`config.mk`:
```
export PLATFORM = sky130hd
export DESIGN_NAME = drive_command_decoder_unit_flat
export DESIGN_NICKNAME = d
export VERILOG_FILES = /design/src/dcd_pkg.sv /design/src/dcd_req_if.sv /design/src/dcd_front.sv /design/src/dcd_queue.sv /design/src/dcd_back.sv /design/src/drive_command_decoder_unit.sv /design/src/flat_wrapper.sv
export SDC_FILE = /design/constraint.sdc
export NUM_CORES = 1
export LEC_CHECK = 0
export BUFFER_PORTS_ARGS = -buffer_cell sky130_fd_sc_hd__buf_4
export CAP_MARGIN = 15
export CORE_ASPECT_RATIO = 0.8
export CORE_MARGIN = 2
export CORE_UTILIZATION = 48
export DETAILED_ROUTE_END_ITERATION = 6
export PLACE_DENSITY_LB_ADDON = 0.12
export SLEW_MARGIN = 20
export SYNTH_ARGS = -nofsm -noshare
export SYNTH_HDL_FRONTEND = slang
export SYNTH_SLANG_ARGS = --single-unit
```
`constraint.sdc`:
```
create_clock -name clock -period 7.7 [get_ports clock]
set_input_delay 1.54 -clock clock [delete_from_list [all_inputs] [get_ports clock]]
set_output_delay 1.54 -clock clock [all_outputs]
set_load 0.05 [all_outputs]
```
`src/dcd_pkg.sv`:
```
// ----------------------------------------------------------------------------
// Drive command decoder package
// Shared types, byte codes and duty helper functions for the decoder blocks.
// ----------------------------------------------------------------------------
package dcd_pkg;

   // Duty values on the bridge pins run from zero to this limit.
   localparam logic [6:0] DUTY_MAX = 7'd100;

   // Command and key byte codes.
   localparam logic [7:0] CH_STOP   = 8'h73;   // 's'
   localparam logic [7:0] CH_ANALOG = 8'h41;   // 'A'
   localparam logic [7:0] CH_DIGIT  = 8'h44;   // 'D'
   localparam logic [7:0] CH_0 = 8'h30;
   localparam logic [7:0] CH_1 = 8'h31;
   localparam logic [7:0] CH_2 = 8'h32;
   localparam logic [7:0] CH_3 = 8'h33;
   localparam logic [7:0] CH_4 = 8'h34;
   localparam logic [7:0] CH_5 = 8'h35;
   localparam logic [7:0] CH_6 = 8'h36;
   localparam logic [7:0] CH_7 = 8'h37;
   localparam logic [7:0] CH_8 = 8'h38;
   localparam logic [7:0] CH_9 = 8'h39;

   // Configuration register indexes.
   typedef enum logic [2:0] {
      CSR_HIGH_DUTY    = 3'd0,
      CSR_LOW_DUTY     = 3'd1,
      CSR_QUARTER_TURN = 3'd2,
      CSR_HALF_TURN    = 3'd3,
      CSR_PASS         = 3'd4
   } csr_index_type;

   // Wheel direction codes; the unused code reads as stopped.
   typedef enum logic [1:0] {
      DIR_STOP = 2'd0,
      DIR_FWD  = 2'd1,
      DIR_REV  = 2'd2
   } dir_type;

   // Parser position inside a command packet.
   typedef enum logic [1:0] {
      PH_HEADER = 2'd0,
      PH_LEFT   = 2'd1,
      PH_RIGHT  = 2'd2,
      PH_DIGIT  = 2'd3
   } phase_type;

   // Classified command handed from the front end to the back end.
   typedef enum logic [2:0] {
      OP_TICK,
      OP_STOP,
      OP_PREFIX,
      OP_KEY,
      OP_LEFT,
      OP_RIGHT,
      OP_DIGIT
   } op_type;

   typedef struct packed {
      op_type     op;
      logic [7:0] data_byte;
      logic       apply;      // Parser is back at a header after this item.
   } cmd_type;

   // Pin duties of one wheel: index 0 forward, index 1 reverse.
   typedef logic [1:0][6:0] side_pins_type;
   // All four pins: left forward, left reverse, right forward, right reverse.
   typedef logic [3:0][6:0] pins_type;

   // One result transaction.
   typedef struct packed {
      pins_type pins;
      logic     maneuver_active;
      logic     halted;
   } rsp_type;

   function automatic logic [6:0] sat_duty(input logic [6:0] d);
      return (d > DUTY_MAX) ? DUTY_MAX : d;
   endfunction

   // Drive one wheel in a direction at a duty.
   function automatic side_pins_type drive(input dir_type dir, input logic [6:0] duty);
      side_pins_type s;
      s[0] = (dir == DIR_FWD) ? duty : 7'd0;
      s[1] = (dir == DIR_REV) ? duty : 7'd0;
      return s;
   endfunction

   // Turn a signed level into a wheel drive, clamped to the limit and to hi.
   function automatic side_pins_type drive_level(input logic [7:0] raw,
                                                 input logic [6:0] hi);
      logic [7:0] mag;
      logic [6:0] duty;
      dir_type    dir;
      if (raw[7]) begin
         mag = 8'd0 - raw;
         if (raw < 8'h9c) begin
            mag = {1'b0, DUTY_MAX};
         end
         dir = DIR_REV;
      end else begin
         mag = (raw > {1'b0, DUTY_MAX}) ? {1'b0, DUTY_MAX} : raw;
         dir = (raw == 8'd0) ? DIR_STOP : DIR_FWD;
      end
      duty = (mag[6:0] > hi) ? hi : mag[6:0];
      return drive(dir, duty);
   endfunction

endpackage

```
`src/dcd_req_if.sv`:
```
// ----------------------------------------------------------------------------
// Request channel interface
// Carries command bytes and millisecond ticks into the decoder.
// ----------------------------------------------------------------------------
interface dcd_req_if;
   logic       valid;
   logic       ready;
   logic       func;
   logic [7:0] data_byte;

   modport source (output valid, output func, output data_byte, input ready);
   modport sink   (input valid, input func, input data_byte, output ready);
endinterface

// ----------------------------------------------------------------------------
// Response channel interface
// Carries the four pin duties and the status flags out of the decoder.
// ----------------------------------------------------------------------------
interface dcd_rsp_if;
   logic       valid;
   logic       ready;
   logic [6:0] left_fwd_duty;
   logic [6:0] left_rev_duty;
   logic [6:0] right_fwd_duty;
   logic [6:0] right_rev_duty;
   logic       maneuver_active;
   logic       halted;

   modport source (output valid, output left_fwd_duty, output left_rev_duty,
                   output right_fwd_duty, output right_rev_duty,
                   output maneuver_active, output halted, input ready);
   modport sink   (input valid, input left_fwd_duty, input left_rev_duty,
                   input right_fwd_duty, input right_rev_duty,
                   input maneuver_active, input halted, output ready);
endinterface

```
`src/dcd_front.sv`:
```
// ----------------------------------------------------------------------------
// Decoder front end
// Tracks the packet parser position and classifies each accepted transaction.
// ----------------------------------------------------------------------------
module dcd_front (
   input  logic             clock,
   input  logic             reset,
   input  logic             accept,
   input  logic             func,
   input  logic [7:0]       data_byte,
   output dcd_pkg::cmd_type cmd
);

   dcd_pkg::phase_type phase_ff, phase_in;
   dcd_pkg::op_type    op;

   // Classify the item against the current parser position.
   always_comb begin
      phase_in = phase_ff;
      op       = dcd_pkg::OP_TICK;
      if (!func) begin
         case (phase_ff)
            dcd_pkg::PH_HEADER: begin
               if (data_byte == dcd_pkg::CH_STOP) begin
                  op = dcd_pkg::OP_STOP;
               end else if (data_byte == dcd_pkg::CH_ANALOG) begin
                  op       = dcd_pkg::OP_PREFIX;
                  phase_in = dcd_pkg::PH_LEFT;
               end else if (data_byte == dcd_pkg::CH_DIGIT) begin
                  op       = dcd_pkg::OP_PREFIX;
                  phase_in = dcd_pkg::PH_DIGIT;
               end else begin
                  op = dcd_pkg::OP_KEY;
               end
            end
            dcd_pkg::PH_LEFT: begin
               op       = dcd_pkg::OP_LEFT;
               phase_in = dcd_pkg::PH_RIGHT;
            end
            dcd_pkg::PH_RIGHT: begin
               op       = dcd_pkg::OP_RIGHT;
               phase_in = dcd_pkg::PH_HEADER;
            end
            default: begin
               op       = dcd_pkg::OP_DIGIT;
               phase_in = dcd_pkg::PH_HEADER;
            end
         endcase
      end
      cmd.op        = op;
      cmd.data_byte = data_byte;
      cmd.apply     = (phase_in == dcd_pkg::PH_HEADER);
   end

   // Parser position is updated on every accepted transaction.
   always_ff @(posedge clock) begin
      if (reset) begin
         phase_ff <= dcd_pkg::PH_HEADER;
      end else if (accept) begin
         phase_ff <= phase_in;
      end
   end

endmodule

```
`src/dcd_queue.sv`:
```
// ----------------------------------------------------------------------------
// Command queue
// Two-entry queue that decouples the classifier from the executing back end.
// ----------------------------------------------------------------------------
module dcd_queue (
   input  logic             clock,
   input  logic             reset,
   input  logic             push,
   input  dcd_pkg::cmd_type push_cmd,
   output logic             full,
   input  logic             pop,
   output logic             not_empty,
   output dcd_pkg::cmd_type head_cmd
);

   dcd_pkg::cmd_type entry_ff [2];
   logic             wr_ptr_ff, wr_ptr_in;
   logic             rd_ptr_ff, rd_ptr_in;
   logic [1:0]       count_ff, count_in;

   assign full      = (count_ff == 2'd2);
   assign not_empty = (count_ff != 2'd0);
   assign head_cmd  = entry_ff[rd_ptr_ff];

   // Pointer and occupancy update.
   always_comb begin
      wr_ptr_in = push ? ~wr_ptr_ff : wr_ptr_ff;
      rd_ptr_in = pop ? ~rd_ptr_ff : rd_ptr_ff;
      count_in  = count_ff + {1'b0, push} - {1'b0, pop};
   end

   always_ff @(posedge clock) begin
      if (reset) begin
         wr_ptr_ff <= 1'b0;
         rd_ptr_ff <= 1'b0;
         count_ff  <= 2'd0;
      end else begin
         wr_ptr_ff <= wr_ptr_in;
         rd_ptr_ff <= rd_ptr_in;
         count_ff  <= count_in;
      end
   end

   // Entry storage needs no reset.
   always_ff @(posedge clock) begin
      if (push) begin
         entry_ff[wr_ptr_ff] <= push_cmd;
      end
   end

endmodule

```
`src/dcd_back.sv`:
```
// ----------------------------------------------------------------------------
// Decoder back end
// Holds the drive state and registers, executes commands, and drives results.
// ----------------------------------------------------------------------------
module dcd_back (
   input  logic             clock,
   input  logic             reset,
   input  logic             csr_wr_en,
   input  logic [2:0]       csr_index,
   input  logic [15:0]      csr_wdata,
   input  logic             cmd_valid,
   input  dcd_pkg::cmd_type cmd,
   output logic             cmd_pop,
   output logic             rsp_valid,
   input  logic             rsp_ready,
   output dcd_pkg::rsp_type rsp_data
);

   // Configuration registers.
   logic [6:0]  high_duty_ff, low_duty_ff;
   logic [15:0] quarter_ff, half_ff, pass_ff;

   // Drive state.
   logic              halted_ff, halted_in;
   logic              timed_ff, timed_in;
   logic [15:0]       ticks_ff, ticks_in;
   dcd_pkg::dir_type  ldir_ff, ldir_in, rdir_ff, rdir_in;
   logic              analog_ff, analog_in;
   logic [7:0]        llev_ff, llev_in, rlev_ff, rlev_in;
   dcd_pkg::pins_type pins_ff, pins_in;

   // Result register.
   logic             rsp_valid_ff, rsp_valid_in;
   dcd_pkg::rsp_type rsp_data_ff, rsp_data_in;

   logic [6:0] hi, lo;

   assign hi        = dcd_pkg::sat_duty(high_duty_ff);
   assign lo        = dcd_pkg::sat_duty(low_duty_ff);
   assign cmd_pop   = cmd_valid && (!rsp_valid_ff || rsp_ready);
   assign rsp_valid = rsp_valid_ff;
   assign rsp_data  = rsp_data_ff;

   // Configuration writes.
   always_ff @(posedge clock) begin
      if (reset) begin
         high_duty_ff <= 7'd90;
         low_duty_ff  <= 7'd0;
         quarter_ff   <= 16'd550;
         half_ff      <= 16'd1000;
         pass_ff      <= 16'd1500;
      end else if (csr_wr_en) begin
         case (csr_index)
            dcd_pkg::CSR_HIGH_DUTY:    high_duty_ff <= csr_wdata[6:0];
            dcd_pkg::CSR_LOW_DUTY:     low_duty_ff  <= csr_wdata[6:0];
            dcd_pkg::CSR_QUARTER_TURN: quarter_ff   <= csr_wdata;
            dcd_pkg::CSR_HALF_TURN:    half_ff      <= csr_wdata;
            dcd_pkg::CSR_PASS:         pass_ff      <= csr_wdata;
            default: ;
         endcase
      end
   end

   // Execute one command and then run the apply step at a packet boundary.
   always_comb begin
      halted_in = halted_ff;
      timed_in  = timed_ff;
      ticks_in  = ticks_ff;
      ldir_in   = ldir_ff;
      rdir_in   = rdir_ff;
      analog_in = analog_ff;
      llev_in   = llev_ff;
      rlev_in   = rlev_ff;
      pins_in   = pins_ff;

      if (!halted_ff) begin
         case (cmd.op)
            dcd_pkg::OP_TICK: begin
               if (timed_ff && ticks_ff != 16'd0) begin
                  ticks_in = ticks_ff - 16'd1;
               end
            end
            dcd_pkg::OP_STOP: begin
               halted_in = 1'b1;
               timed_in  = 1'b0;
               pins_in   = '0;
            end
            dcd_pkg::OP_KEY: begin
               analog_in = 1'b0;
               case (cmd.data_byte)
                  dcd_pkg::CH_7: pins_in = {dcd_pkg::drive(dcd_pkg::DIR_FWD, hi),
                                            dcd_pkg::drive(dcd_pkg::DIR_REV, lo)};
                  dcd_pkg::CH_8: pins_in = {dcd_pkg::drive(dcd_pkg::DIR_FWD, hi),
                                            dcd_pkg::drive(dcd_pkg::DIR_FWD, hi)};
                  dcd_pkg::CH_9: pins_in = {dcd_pkg::drive(dcd_pkg::DIR_REV, lo),
                                            dcd_pkg::drive(dcd_pkg::DIR_FWD, hi)};
                  dcd_pkg::CH_4: pins_in = {dcd_pkg::drive(dcd_pkg::DIR_FWD, hi),
                                            dcd_pkg::drive(dcd_pkg::DIR_REV, hi)};
                  dcd_pkg::CH_6: pins_in = {dcd_pkg::drive(dcd_pkg::DIR_REV, hi),
                                            dcd_pkg::drive(dcd_pkg::DIR_FWD, hi)};
                  dcd_pkg::CH_1: pins_in = {dcd_pkg::drive(dcd_pkg::DIR_REV, hi),
                                            dcd_pkg::drive(dcd_pkg::DIR_REV, lo)};
                  dcd_pkg::CH_2: pins_in = {dcd_pkg::drive(dcd_pkg::DIR_REV, hi),
                                            dcd_pkg::drive(dcd_pkg::DIR_REV, hi)};
                  dcd_pkg::CH_3: pins_in = {dcd_pkg::drive(dcd_pkg::DIR_REV, lo),
                                            dcd_pkg::drive(dcd_pkg::DIR_REV, hi)};
                  default: ;
               endcase
            end
            dcd_pkg::OP_LEFT: begin
               llev_in = cmd.data_byte;
            end
            dcd_pkg::OP_RIGHT: begin
               rlev_in   = cmd.data_byte;
               analog_in = 1'b1;
            end
            dcd_pkg::OP_DIGIT: begin
               case (cmd.data_byte) inside
                  dcd_pkg::CH_0, dcd_pkg::CH_1: begin
                     timed_in = 1'b0;
                     pins_in  = '0;
                  end
                  dcd_pkg::CH_4, dcd_pkg::CH_5: begin
                     pins_in  = '0;
                     timed_in = 1'b1;
                     ldir_in  = dcd_pkg::DIR_FWD;
                     rdir_in  = dcd_pkg::DIR_FWD;
                     ticks_in = pass_ff;
                  end
                  dcd_pkg::CH_6, dcd_pkg::CH_7: begin
                     pins_in  = '0;
                     timed_in = 1'b1;
                     ldir_in  = dcd_pkg::DIR_REV;
                     rdir_in  = dcd_pkg::DIR_FWD;
                     ticks_in = quarter_ff;
                  end
                  dcd_pkg::CH_8, dcd_pkg::CH_9: begin
                     pins_in  = '0;
                     timed_in = 1'b1;
                     ldir_in  = dcd_pkg::DIR_FWD;
                     rdir_in  = dcd_pkg::DIR_REV;
                     ticks_in = quarter_ff;
                  end
                  dcd_pkg::CH_2: begin
                     pins_in  = '0;
                     timed_in = 1'b1;
                     ldir_in  = dcd_pkg::DIR_REV;
                     rdir_in  = dcd_pkg::DIR_FWD;
                     ticks_in = half_ff;
                  end
                  dcd_pkg::CH_3: begin
                     pins_in  = '0;
                     timed_in = 1'b1;
                     ldir_in  = dcd_pkg::DIR_FWD;
                     rdir_in  = dcd_pkg::DIR_REV;
                     ticks_in = half_ff;
                  end
                  default: analog_in = 1'b0;
               endcase
            end
            default: ;
         endcase

         // Apply step: an expired maneuver ends, a running one wins,
         // otherwise analog mode drives the stored levels.
         if (!halted_in && cmd.apply) begin
            if (timed_in && ticks_in == 16'd0) begin
               timed_in = 1'b0;
               pins_in  = '0;
            end
            if (timed_in) begin
               pins_in = {dcd_pkg::drive(rdir_in, hi), dcd_pkg::drive(ldir_in, hi)};
            end else if (analog_in) begin
               pins_in = {dcd_pkg::drive_level(rlev_in, hi),
                          dcd_pkg::drive_level(llev_in, hi)};
            end
         end
      end

      rsp_data_in.pins            = pins_in;
      rsp_data_in.maneuver_active = timed_in;
      rsp_data_in.halted          = halted_in;
      rsp_valid_in = cmd_pop || (rsp_valid_ff && !rsp_ready);
   end

   // State and result registers.
   always_ff @(posedge clock) begin
      if (reset) begin
         halted_ff    <= 1'b0;
         timed_ff     <= 1'b0;
         ticks_ff     <= 16'd0;
         ldir_ff      <= dcd_pkg::DIR_STOP;
         rdir_ff      <= dcd_pkg::DIR_STOP;
         analog_ff    <= 1'b0;
         llev_ff      <= 8'd0;
         rlev_ff      <= 8'd0;
         pins_ff      <= '0;
         rsp_valid_ff <= 1'b0;
      end else begin
         rsp_valid_ff <= rsp_valid_in;
         if (cmd_pop) begin
            halted_ff <= halted_in;
            timed_ff  <= timed_in;
            ticks_ff  <= ticks_in;
            ldir_ff   <= ldir_in;
            rdir_ff   <= rdir_in;
            analog_ff <= analog_in;
            llev_ff   <= llev_in;
            rlev_ff   <= rlev_in;
            pins_ff   <= pins_in;
         end
      end
   end

   // Result payload needs no reset.
   always_ff @(posedge clock) begin
      if (cmd_pop) begin
         rsp_data_ff <= rsp_data_in;
      end
   end

endmodule

```
`src/drive_command_decoder_unit.sv`:
```
// ----------------------------------------------------------------------------
// Drive command decoder
// Turns command bytes and millisecond ticks into H-bridge duties for two wheels.
// ----------------------------------------------------------------------------
// The request channel takes one transaction per item: func low with a command
// byte in data_byte, or func high for a one millisecond tick. For each request
// the response channel returns exactly one transaction with the four pin
// duties, the maneuver flag and the halted flag, in request order.
// The front end classifies each byte against the packet parser position and
// writes it into a two-entry queue; the back end executes one queued command
// per cycle into an output register, unless a held result is not yet taken.
// Each result passes through a queue entry and then the output register; the
// block sustains one transaction per cycle while the receiver keeps ready high.
// When the receiver stalls, the output register holds its result and the queue
// keeps accepting until it is full, so up to three transactions wait inside.
// Configuration writes on csr_wr_en take effect at once; the user makes them
// only while the block is idle, which it does not enforce. Reset is synchronous
// and restores register defaults, stops both wheels, clears halted and the queue.
// ----------------------------------------------------------------------------
module drive_command_decoder_unit (
   input  logic        clock,
   input  logic        reset,
   dcd_req_if.sink     req_ch,
   dcd_rsp_if.source   rsp_ch,
   input  logic        csr_wr_en,
   input  logic [2:0]  csr_index,
   input  logic [15:0] csr_wdata
);

   logic             req_accept;
   logic             q_full;
   logic             q_not_empty;
   logic             q_pop;
   dcd_pkg::cmd_type front_cmd;
   dcd_pkg::cmd_type head_cmd;
   dcd_pkg::rsp_type rsp_data;

   assign req_ch.ready = !q_full;
   assign req_accept   = req_ch.valid && !q_full;

   // Front end: parser position and classification.
   dcd_front u_front (
      .clock     (clock),
      .reset     (reset),
      .accept    (req_accept),
      .func      (req_ch.func),
      .data_byte (req_ch.data_byte),
      .cmd       (front_cmd)
   );

   // Queue between classification and execution.
   dcd_queue u_queue (
      .clock     (clock),
      .reset     (reset),
      .push      (req_accept),
      .push_cmd  (front_cmd),
      .full      (q_full),
      .pop       (q_pop),
      .not_empty (q_not_empty),
      .head_cmd  (head_cmd)
   );

   // Back end: drive state, registers and result output.
   dcd_back u_back (
      .clock     (clock),
      .reset     (reset),
      .csr_wr_en (csr_wr_en),
      .csr_index (csr_index),
      .csr_wdata (csr_wdata),
      .cmd_valid (q_not_empty),
      .cmd       (head_cmd),
      .cmd_pop   (q_pop),
      .rsp_valid (rsp_ch.valid),
      .rsp_ready (rsp_ch.ready),
      .rsp_data  (rsp_data)
   );

   assign rsp_ch.left_fwd_duty   = rsp_data.pins[0];
   assign rsp_ch.left_rev_duty   = rsp_data.pins[1];
   assign rsp_ch.right_fwd_duty  = rsp_data.pins[2];
   assign rsp_ch.right_rev_duty  = rsp_data.pins[3];
   assign rsp_ch.maneuver_active = rsp_data.maneuver_active;
   assign rsp_ch.halted          = rsp_data.halted;

endmodule

```
`src/flat_wrapper.sv`:
```
// flat-port wrapper written by rule: the top's interface ports become plain ports
module drive_command_decoder_unit_flat 
  (clock, reset, csr_wr_en, csr_index, csr_wdata, req_ch_valid, req_ch_func, req_ch_data_byte, req_ch_ready, rsp_ch_valid, rsp_ch_left_fwd_duty, rsp_ch_left_rev_duty, rsp_ch_right_fwd_duty, rsp_ch_right_rev_duty, rsp_ch_maneuver_active, rsp_ch_halted, rsp_ch_ready);
  dcd_req_if req_ch_i ();
  dcd_rsp_if rsp_ch_i ();
  input  logic clock;
  input  logic reset;
  input  logic csr_wr_en;
  input  logic [2:0] csr_index;
  input  logic [15:0] csr_wdata;
  input wire logic [$bits(req_ch_i.valid)-1:0] req_ch_valid;
  input wire logic [$bits(req_ch_i.func)-1:0] req_ch_func;
  input wire logic [$bits(req_ch_i.data_byte)-1:0] req_ch_data_byte;
  output wire logic [$bits(req_ch_i.ready)-1:0] req_ch_ready;
  output wire logic [$bits(rsp_ch_i.valid)-1:0] rsp_ch_valid;
  output wire logic [$bits(rsp_ch_i.left_fwd_duty)-1:0] rsp_ch_left_fwd_duty;
  output wire logic [$bits(rsp_ch_i.left_rev_duty)-1:0] rsp_ch_left_rev_duty;
  output wire logic [$bits(rsp_ch_i.right_fwd_duty)-1:0] rsp_ch_right_fwd_duty;
  output wire logic [$bits(rsp_ch_i.right_rev_duty)-1:0] rsp_ch_right_rev_duty;
  output wire logic [$bits(rsp_ch_i.maneuver_active)-1:0] rsp_ch_maneuver_active;
  output wire logic [$bits(rsp_ch_i.halted)-1:0] rsp_ch_halted;
  input wire logic [$bits(rsp_ch_i.ready)-1:0] rsp_ch_ready;
  assign req_ch_i.valid = req_ch_valid;
  assign req_ch_i.func = req_ch_func;
  assign req_ch_i.data_byte = req_ch_data_byte;
  assign req_ch_ready = req_ch_i.ready;
  assign rsp_ch_valid = rsp_ch_i.valid;
  assign rsp_ch_left_fwd_duty = rsp_ch_i.left_fwd_duty;
  assign rsp_ch_left_rev_duty = rsp_ch_i.left_rev_duty;
  assign rsp_ch_right_fwd_duty = rsp_ch_i.right_fwd_duty;
  assign rsp_ch_right_rev_duty = rsp_ch_i.right_rev_duty;
  assign rsp_ch_maneuver_active = rsp_ch_i.maneuver_active;
  assign rsp_ch_halted = rsp_ch_i.halted;
  assign rsp_ch_i.ready = rsp_ch_ready;
  drive_command_decoder_unit u_core (.clock(clock), .reset(reset), .req_ch(req_ch_i), .rsp_ch(rsp_ch_i), .csr_wr_en(csr_wr_en), .csr_index(csr_index), .csr_wdata(csr_wdata));
endmodule
```
# Word-level counts from Yosys, hierarchy flattened
# Memories as Yosys holds them, arrays and structs flattened. A register that Yosys moved wholly into a read port is not among the register bits.
# Index checks and enable logic that the tools add are counted.
# classes
n_eq_ne,33
n_lt_le_gt_ge,8
muxes,118
shift,0
div_mod_pow,0
n_bitwise,3
n_addsub,5
n_reduce_logical,31
n_mul,0
# op_table
op,n
$mux W28,11
$pmux W28 S8,1
$mux W7,26
$mux W16,8
$pmux W28 S3,1
$eq A8 B6 Y1 const B,10
$mux W2,31
$mux W8,4
$pmux W16 S2,1
$mux W1,30
$eq A8 B7 Y1 const B,3
$gt A8 B7 Y1 const B,2
$logic_not A16 Y1,1
$logic_not A8 Y1,2
$lt A8 B8 Y1 const B,2
$reduce_bool A16 Y1,1
$sub A16 B1 Y16 const B,1
$gt A7 B7 Y1,2
$gt A7 B7 Y1 const B,2
$sub A1 B7 Y7 const A,2
$eq A2 B2 Y1 const B,6
$eq A3 B3 Y1 const B,4
$reduce_and A2 Y1,6
$eq A2 B1 Y1 const B,5
17 further kinds,36
# totals
ram_bits,24
register_bits,166
latchBits,0
mem_count,1
rom_bits,0
in_bits,33
wordCells,227
out_inout_bits,32
# mem_list
memory,words,word_bits,read_ports,rd_ports_with_merged_regs,wr,line_no,source
u_core.u_queue.entry_ff,2,12,1,1,1,dcd_queue.sv:16,dcd_pkg::cmd_type entry_ff [2];

# Depth between registers and ports, before layout
# Gate-level depths: netlist of run 1.
# logic_depth
depth_word,24
depth_mapped,27
mapped_depth_nobuf,21

# Cells and area by module
# Synthesis of run 1 repeated with hierarchy kept, for this count alone.
# hier_totals
hier_cells,1480
hier_area_um2,11840.1
# by_module_without_submodules
module,area_per_inst_um2,seq_area_each_um2,n_inst,cells_per_inst
dcd_back,10385.0,3503.4,1,1379
dcd_queue,1123.6,820.8,1,58
dcd_front,321.6,40.0,1,41
drive_command_decoder_unit,10.0,0.0,1,2

# Worst setup path before layout of run 1
# Ideal clock, no wire load.
# synth_path
kind,register to register
from,register with a tool-made name
to,"register u_core.u_back.rsp_data_ff (netlist bit u_core.u_back.rsp_data[16]), data pin"
required_ns,7.543
stages_incl_launch_ff,25
setup_slack_ns,2.358
n_path_buf,5
synth_period_minus_slack_ns,5.342
arrival_ns,5.185
setup_time_ns,0.157
path_cell_list,dfxtp_1 buf_2 buf_4 buf_2 mux2_2 a21oi_1 buf_2 clkbuf_1 nor2_1 a21oi_1 inv_1 ha_1 nor2_1 nor2_1 o31ai_1 o22ai_1 ha_1 a21oi_1 nor2b_1 o21ai_0 o21ai_0 o22ai_1 mux2_2 or3_1 a32oi_1
# synth_lines
element,line_no,source
to (signal assigned),dcd_back.sv:218,rsp_data_ff <= rsp_data_in;
to (decl),dcd_back.sv:34,"dcd_pkg::rsp_type rsp_data_ff, rsp_data_in;"

==> impl_metrics.toml, run 1 <==
[synthesis]
ys.flop_type = "dfxtp_1"
yosysTopAreaCell = "dfxtp_1"
synth_async_sr_flop_share = 0
synth_edf_count = 54
synth.distinct_cells = 76
ys_seq_area_frac = 0.374
synth.area.top_cells = "dfxtp_1, edfxtp_1, nor2_1"
yosys.area.top_type_share = 0.235
syn_nets = 1531
ys_ff_latch = 191
syn_avg_cell_area_um2 = 7.90
yosysWarnings = 0
synthesis.area_um2 = 11700
netlist_instances = 1476

[critical_path]
required_ns = 8.05
crit_path_max_fanout = 24
worstSetupPathType = "flop to flop"
cp-start-kind = "flop"
end_kind = "flop"
cp.arrival_ns = 6.25

[floorplan]
ios = 65
start_util = 0.493
row_count = 50
core_area_um2 = 23600
dieHeight_um = 143
die_x_um = 178
die_area_um2 = 25600

[routing]
wl_per_cell_um = 22.3
viasPerCell = 6.44
drcViolationCount = 0
via_count = 11648
drt_pass1_iterations = 7
ant_nets = 0
drt-initial-drc-count = 1376
wirelength_mm = 40.4

[final_layout]
area_growth_pct = 10.8
layout-drive-gt1-share = 0.113
fillerInstances = 2202
final_util = 0.547
nets = 1537
final_cell_mix = "nor2_1, nand2_1, dfxtp_1, a21oi_1, buf_4"
stdcell_area_um2 = 12900
final_common_cell = "nor2_1"

[global_route]
grt_antenna_before_repair = 0
grt_pass1_wl_mm = 62.5
grt-ovfl-total = 0
grt_usage = 0.319
grt_pass1_vias = 10588
grt_max_degree = 78

[sta]
fin_worst_skew_ns = 0.0150
relSlewSlack = 0.218
fmax_mhz = 170
rsz0062_at_grt = "false"
setup_viol = 0
tns_ns = 0
fin_crit_ns = 5.90
worst_slew_pin_slew_ns = 1.17
period_share = 0.766
hold_viol = 0
drv_slew = 0
finalWorstSetupSlack_ns = 1.80

[clock_tree]
hold_buffers = 0
clockRootBuffer = "clkbuf_16"
cts_resized = 0
cts_tree = "yes"
cts.sinks = 191
h-tree-depth = 4
clk_pin_slew_worst_paths_ns = 0.07
clk_path_buf_depth = 2
numCtsBuffers = 17
postCtsSetupBuffers = 0
clk_latency_ns = 0.45

[placement]
globalplace.congestion = 0.975
dp_hpwl_mm = 28.2
placed_area_um2 = 12300
port_buffers = 64
pre_cts_ws_ns = 1.97

[power]
power_density_nw_per_um2 = 360
p_leak_nw = 4.62
fin_total_pwr_mw = 4.65
worst_ir_drop_vdd_mv = 0.240

[run]
maxCapViolCount = 0

[status]
status = "finished clean"

[hold_path]
hold_path_class = "flop to flop"
## logic make-up (layout without fill, tap and decap cells)
family | Yosys count | after routing | synth area share
AOI/OAI and AO/OA | 435 | 435 | 0.253
xor gates and xnor gates | 9 | 9 | 0.00676
adders and majority gates | 22 | 22 | 0.0236
buffers and inverters | 148 | 167 | 0.0497
DFF | 191 | 191 | 0.374
muxes | 69 | 69 | 0.0617
other | 0 | 1 | 0
and+or+nand+nor | 602 | 602 | 0.231
## cell usage after synthesis (all sizes together), types with 4 or more instances
| master | instances |
|---|---|
| a311oi | 17 |
| ha | 22 |
| xnor2 | 6 |
| buf | 17 |
| a211o | 6 |
| o22ai | 23 |
| nor3 | 41 |
| a211oi | 47 |
| and3 | 5 |
| mux2 | 23 |
| nand2b | 7 |
| and2 | 6 |
| a21oi | 108 |
| nand4 | 12 |
| or3 | 15 |
| o22a | 4 |
| dfxtp | 137 |
| edfxtp | 54 |
| o32a | 6 |
| o31ai | 4 |
| mux2i | 46 |
| nand2 | 192 |
| nor4 | 14 |
| nand3 | 26 |
| a22o | 4 |
| nor2 | 231 |
| nor3b | 5 |
| o211ai | 17 |
| o311ai | 4 |
| o21ai | 67 |
| or4 | 6 |
| o31a | 5 |
| clkbuf | 84 |
| a21o | 7 |
| a2bb2oi | 17 |
| nand3b | 22 |
| a31oi | 22 |
| a22oi | 33 |
| nor2b | 13 |
| inv | 45 |
| a32oi | 15 |
## final timing paths
path                                  from                         to  slack [ns]  depth (start not counted)
setup / recovery                      flop  u_core.u_back.pins_ff[10]        1.80                         20
hold / removal    u_core.u_back.llev_ff[6]   u_core.u_back.llev_ff[6]        0.46                          2
setup reg to reg                      flop  u_core.u_back.pins_ff[10]        1.80                         20
hold reg to reg   u_core.u_back.llev_ff[6]   u_core.u_back.llev_ff[6]        0.46                          2
## power breakdown
part | internal (mW) | switching [mW]
clock | 0.447 | 0.428
sequential | 1.31 | 0.201
combinational | 0.747 | 1.51
total | 2.51 | 2.14
## state kept, by name, indices dropped and copies added (netlist names), named ones only
| register | cells |
|---|---|
| u_core.u_back.analog_ff | 1 |
| u_core.u_back.half_ff | 16 |
| u_core.u_back.halted_ff | 1 |
| u_core.u_back.high_duty_ff | 7 |
| u_core.u_back.ldir_ff | 2 |
| u_core.u_back.llev_ff | 8 |
| u_core.u_back.low_duty_ff | 7 |
| u_core.u_back.pass_ff | 16 |
| u_core.u_back.pins_ff | 28 |
| u_core.u_back.quarter_ff | 16 |
| u_core.u_back.rdir_ff | 2 |
| u_core.u_back.rlev_ff | 8 |
| u_core.u_back.rsp_data | 30 |
| u_core.u_back.rsp_valid | 1 |
| u_core.u_back.ticks_ff | 16 |
| u_core.u_back.timed_ff | 1 |
| u_core.u_front.phase_ff | 2 |
| u_core.u_queue.count_ff | 2 |
| u_core.u_queue.entry_ff | 24 |
| u_core.u_queue.rd_ptr_ff | 1 |
| u_core.u_queue.wr_ptr_ff | 1 |
## per-layer routing
layer,track usage,part of all wire,wire [um]
met1,0.491,0.49,19600
met2,0.444,0.40,16200
met3,0.0775,0.099,3990
met4,0.0697,0.014,564
met5,0.0139,0.0010,41
## final cells by class
cell class | instances | area, um2 | share of cell area
inverter | 47 | 176 | 0.0136
clock inverter | 13 | 96.3 | 0.00745
clock buffer | 19 | 464 | 0.0359
sequential | 191 | 4360 | 0.338
multi-input combinational | 1137 | 6750 | 0.522
antenna | 1 | 2.50 | 0.000194
tap | 312 | 390 | 0.0302
timing repair buffer | 88 | 681 | 0.0527
## critical path, cell delays in order (launching register included)
cell and delay [ns]:
dfxtp_1 0.84, buf_4 0.36, mux2_2 0.62, mux2_2 0.39
inv_1 0.06, ha_1 0.22, o21ai_0 0.11, a31oi_1 0.37
a31oi_1 0.06, o21ai_0 0.29, ha_1 0.31, a21oi_1 0.15
nor2b_1 0.07, o21ai_0 0.14, o21ai_0 0.14, o22ai_1 0.58
mux2_2 0.44, nor3_1 0.15, a211oi_1 0.07, o31a_1 0.14
a311oi_1 0.27
## per-stage QoR
| stage | hold slack [ns] | std cells |
|---|---|---|
| global route | 0.487 | 1807 |
| CTS | 0.463 | 1806 |
| finish | 0.462 | 1808 |
| floorplan | 0.431 | 1476 |
| global placement | 0.442 | 1774 |
| detailed placement | 0.455 | 1774 |
Power figures use the tool's default switching activity.
==> run 2, diff against run 1 <==
==> constraint.sdc (replaced) <==
create_clock -name clock -period 5.9 [get_ports clock]
set_input_delay 1.18 -clock clock [delete_from_list [all_inputs] [get_ports clock]]
set_output_delay 1.18 -clock clock [all_outputs]
set_load 0.05 [all_outputs]
==> impl_metrics.toml, run 2 (synthesis results as in run 1) <==
[status]
status = "finished clean"

[clock_tree]
cts_tree = "yes"
cts_resized = 0
clockRootBuffer = "clkbuf_16"
clk_pin_slew_worst_paths_ns = 0.08
numCtsBuffers = 17
hold_buffers = 0
clk_latency_ns = 0.45
clk_path_buf_depth = 2
cts.sinks = 191
h-tree-depth = 4
postCtsSetupBuffers = 0

[sta]
period_share = 0.877
fmax_mhz = 193
tns_ns = 0
fin_crit_ns = 5.17
fin_worst_skew_ns = 0.0162
rsz0062_at_grt = "false"
hold_viol = 0
relSlewSlack = 0.207
worst_slew_pin_slew_ns = 1.19
setup_viol = 0
drv_slew = 0

[final_layout]
layout-drive-gt1-share = 0.117
final_common_cell = "nor2_1"
largest_reg_flops = 30
fillerInstances = 2243
area_growth_pct = 11.7
final_cell_mix = "nor2_1, nand2_1, dfxtp_1, a21oi_1, buf_4"
nets = 1546
finalNonFillerCells = 1817

[power]
power_frac_comb = 0.481
seq_power_share = 0.319
power_density_nw_per_um2 = 475
p_int_mw = 3.39
p_leak_nw = 4.69
p_sw_frac = 0.452
switchingPower_mw = 2.80
clock_power_share = 0.201
fin_total_pwr_mw = 6.19
worst_ir_drop_vdd_mv = 0.253

[critical_path]
required_ns = 6.19
r2r-end = "u_core.u_back.rsp_data[16]"
cp-start-kind = "flop"
crit_path_max_fanout = 36
worstSetupPathType = "flop to flop"
worst-r2r-setup-slack_ns = 0.73
end_kind = "flop"
rr_worst_depth = 21
crit_end = "u_core.u_back.rsp_data[16]"
cp.arrival_ns = 5.47

[routing]
wirelength_mm = 39.8
drt-initial-drc-count = 1704
ant_nets = 0
drt_pass1_iterations = 6
wl_per_cell_um = 21.9
viasPerCell = 6.43
via_count = 11684
drcViolationCount = 0

[hold_path]
hold_path_class = "flop to flop"

[global_route]
grt_max_degree = 102
grt_use_met2 = 0.433
grt_pass1_wl_mm = 61.1
gr-usage-met3 = 0.0825
grt-ovfl-total = 0
grt_antenna_before_repair = 0
grt_usage = 0.312
top_usage_layer = "met1"
grt_pass1_vias = 10377
grt_use_met1 = 0.478

[floorplan]
die_x_um = 178
core_area_um2 = 23600
start_util = 0.493
row_count = 50
die_area_um2 = 25600
dieHeight_um = 143
ios = 65

[run]
maxCapViolCount = 0

[placement]
dp_cells = 1784
globalplace.congestion = 0.994
port_buffers = 64
dp_hpwl_mm = 28.1
==> run 2: how the worst min path moves through the flow <==
| stage | from | to | slack (ns) | cells past startpoint |
|---|---|---|---|---|
| final | u_core.u_back.quarter_ff[4] | u_core.u_back.quarter_ff[4] | 0.47 | 2 |
| after global routing | u_core.u_back.llev_ff[6] | u_core.u_back.llev_ff[6] | 0.49 | 2 |
| after CTS | u_core.u_back.quarter_ff[4] | u_core.u_back.quarter_ff[4] | 0.47 | 2 |
| after detailed placement | u_core.u_back.quarter_ff[4] | u_core.u_back.quarter_ff[4] | 0.46 | 2 |
| after global placement | u_core.u_back.llev_ff[6] | u_core.u_back.llev_ff[6] | 0.45 | 2 |
| after floorplan | u_core.u_back.quarter_ff[4] | u_core.u_back.quarter_ff[4] | 0.43 | 2 |
==> run 2: area by class of cell <==
type                            instances  area, um2  area share
Clock inverter                         10        105     0.00807
Timing Repair Buffer                   97        728      0.0559
Sequential cell                       191       4360       0.335
Antenna cell                            1       2.50    0.000192
Inverter                               47        176      0.0135
Multi-Input combinational cell       1137       6740       0.517
Tap cell                              312        390      0.0300
Clock buffer                           22        522      0.0401
==> run 2: metrics by stage <==
stage / worst slack, ns / hold slack, ns / area (um2) / util
2_1_floorplan: 0.558 / 0.431 / 11700 / -
5_1_grt: 0.297 / 0.486 / 13000 / 0.551
3_3_place_gp: 1.02 / 0.447 / 12400 / 0.524
6_report: 0.727 / 0.466 / 13000 / 0.551
4_1_cts: 0.822 / 0.470 / 13000 / 0.550
3_5_place_dp: 0.850 / 0.460 / 12400 / 0.524
==> run 2: per-layer routing <==
metal  up-vias  share of wire  routed length, um
met1      5557           0.47              18900
met5         -              0                  0
met4         0          0.014                555
met2       627           0.40              16000
met3        53           0.11               4380
li1       5447              -                  -
==> run 2: power by group through the flow <==
stage | clock network, mW | registers (mW) | logic [mW]
final | 1.24 | 1.97 | 2.97
after global routing | 1.31 | 2.00 | 3.20
after CTS | 1.25 | 1.96 | 2.91
after detailed placement | 0 | 1.98 | 2.90
after global placement | 0 | 1.98 | 2.87
after floorplan | 0 | 2.26 | 1.79
==> run 2: critical path: stages (launching register included) <==
cell     delay (ns)
dfxtp_1        0.33
buf_4          0.36
nand3_1        0.12
a21oi_1        0.14
buf_4          0.27
nor2_1         0.07
a21oi_1        0.20
inv_1          0.07
ha_1           0.23
nor2_1         0.12
nor2_1         0.06
o31ai_1        0.38
o22ai_1        0.24
ha_1           0.37
a21oi_1        0.16
nor2b_1        0.06
o21ai_0        0.15
o21ai_0        0.13
o22ai_1        0.62
mux2_2         0.43
or3_1          0.33
a32oi_1        0.18
==> run 3, diff against run 2 <==
--- a/config.mk
+++ b/config.mk
@@ -8,7 +8,6 @@
 export BUFFER_PORTS_ARGS = -buffer_cell sky130_fd_sc_hd__buf_4
 export CAP_MARGIN = 15
 export CORE_ASPECT_RATIO = 0.8
-export CORE_MARGIN = 2
 export CORE_UTILIZATION = 48
 export DETAILED_ROUTE_END_ITERATION = 6
 export PLACE_DENSITY_LB_ADDON = 0.12
==> impl_metrics.toml, run 3 (synthesis results as in run 1) <==
[sta]
setup_viol = 0
relSlewSlack = 0.259
fin_worst_skew_ns = 0.0177
hold_viol = 0
drv_slew = 0
tns_ns = 0
period_share = 0.876
fin_crit_ns = 5.17
fmax_mhz = 193
worst_slew_pin_slew_ns = 1.10
rsz0062_at_grt = "false"

[clock_tree]
clk_path_buf_depth = 2
clk_pin_slew_worst_paths_ns = 0.07
hold_buffers = 0
cts_tree = "yes"
cts_resized = 0
cts.sinks = 191
clk_latency_ns = 0.45
h-tree-depth = 4
postCtsSetupBuffers = 0
numCtsBuffers = 17
clockRootBuffer = "clkbuf_16"

[routing]
drt-initial-drc-count = 1424
wl_per_cell_um = 21.8
wirelength_mm = 39.7
via_count = 11711
drcViolationCount = 0
viasPerCell = 6.43
drt_pass1_iterations = 5
ant_nets = 0

[power]
clock_power_share = 0.196
p_sw_frac = 0.450
p_int_mw = 3.38
p_leak_nw = 4.70
switchingPower_mw = 2.77
worst_ir_drop_vdd_mv = 0.294
power_density_nw_per_um2 = 470
seq_power_share = 0.322
power_frac_comb = 0.482

[placement]
dp_hpwl_mm = 27.9
globalplace.congestion = 0.978
placed_area_um2 = 12400
port_buffers = 64

[critical_path]
crit_path_max_fanout = 16
worstSetupPathType = "flop to flop"
cp.arrival_ns = 5.34
required_ns = 6.07
end_kind = "flop"
cp-start-kind = "flop"

[final_layout]
final_common_cell = "nor2_1"
layout-drive-gt1-share = 0.120
largest_reg_flops = 30
final_cell_mix = "nor2_1, nand2_1, dfxtp_1, a21oi_1, buf_4"
fillerInstances = 2250
stdcell_area_um2 = 13100
num_antenna_cells = 0
multi_input_comb_area_um2 = 6740
area_growth_pct = 12.0
regArea_um2 = 4360
nets = 1551

[floorplan]
die_x_um = 176
dieHeight_um = 141
ios = 65
row_count = 50
core_area_um2 = 23600
die_area_um2 = 24900
start_util = 0.493

[global_route]
grt_pass1_vias = 10484
grt_antenna_before_repair = 0
grt-ovfl-total = 0
grt_usage = 0.323
grt_max_degree = 78
grt_pass1_wl_mm = 61.9

[status]
status = "finished clean"

[hold_path]
hold_path_class = "flop to flop"

[run]
maxCapViolCount = 0
## run 3: stage by stage
step	hold WS, ns	util	worst slack [ns]	cells	power, mW
3_5_place_dp	0.450	0.526	0.815	1789	4.88
3_3_place_gp	0.448	0.526	0.832	1789	4.85
5_1_grt	0.476	0.552	0.299	1821	6.49
6_report	0.461	0.552	0.731	1821	6.14
4_1_cts	0.460	0.552	0.788	1821	6.09
2_1_floorplan	0.431	-	0.558	1476	4.05
## run 3: power groups by stage
| stage | registers, mW | logic (mW) | clock network (mW) |
|---|---|---|---|
| 2_1_floorplan | 2.26 | 1.79 | 0 |
| 3_3_place_gp | 1.98 | 2.87 | 0 |
| 3_5_place_dp | 1.99 | 2.89 | 0 |
| 4_1_cts | 1.96 | 2.91 | 1.22 |
| 5_1_grt | 2.01 | 3.20 | 1.28 |
| 6_report | 1.98 | 2.96 | 1.20 |
## run 3: critical path, stage by stage, from the launching register on
cell     delay [ns]
dfxtp_1        0.54
buf_4          0.30
mux2_2         0.52
mux2_2         0.34
inv_1          0.06
ha_1           0.20
o21ai_0        0.11
a31oi_1        0.36
a31oi_1        0.06
o21ai_0        0.29
ha_1           0.31
a21oi_1        0.15
nor2b_1        0.05
o21ai_0        0.12
o21ai_0        0.12
o22ai_1        0.40
buf_4          0.22
nor2_1         0.04
a21oi_1        0.26
o32a_1         0.19
o31a_1         0.15
a31oi_1        0.10
## run 3: cell type report
cell class | instances | area share
multi-input cells | 1137 | 0.516
flip-flops and latches | 191 | 0.334
repair buffers | 102 | 0.0596
clock buffers | 22 | 0.0383
well taps | 312 | 0.0299
inverters | 47 | 0.0135
clock inverters | 10 | 0.00834
## run 3: worst paths after layout
check / from / to / slack, ns / depth (start not counted)
worst max-delay path: flop / u_core.u_back.rsp_data[11] / 0.73 / 21
worst min-delay path: u_core.u_back.llev_ff[5] / u_core.u_back.llev_ff[5] / 0.46 / 2
worst max register to register: flop / u_core.u_back.rsp_data[11] / 0.73 / 21
worst min register to register: u_core.u_back.llev_ff[5] / u_core.u_back.llev_ff[5] / 0.46 / 2
## run 3: routing by layer
layer	global-route usage	wire length (um)	vias to the layer above
met5	0	0	-
met4	0.0732	418	0
li1	-	-	5458
met3	0.0780	4310	34
met2	0.439	16200	625
met1	0.502	18800	5594
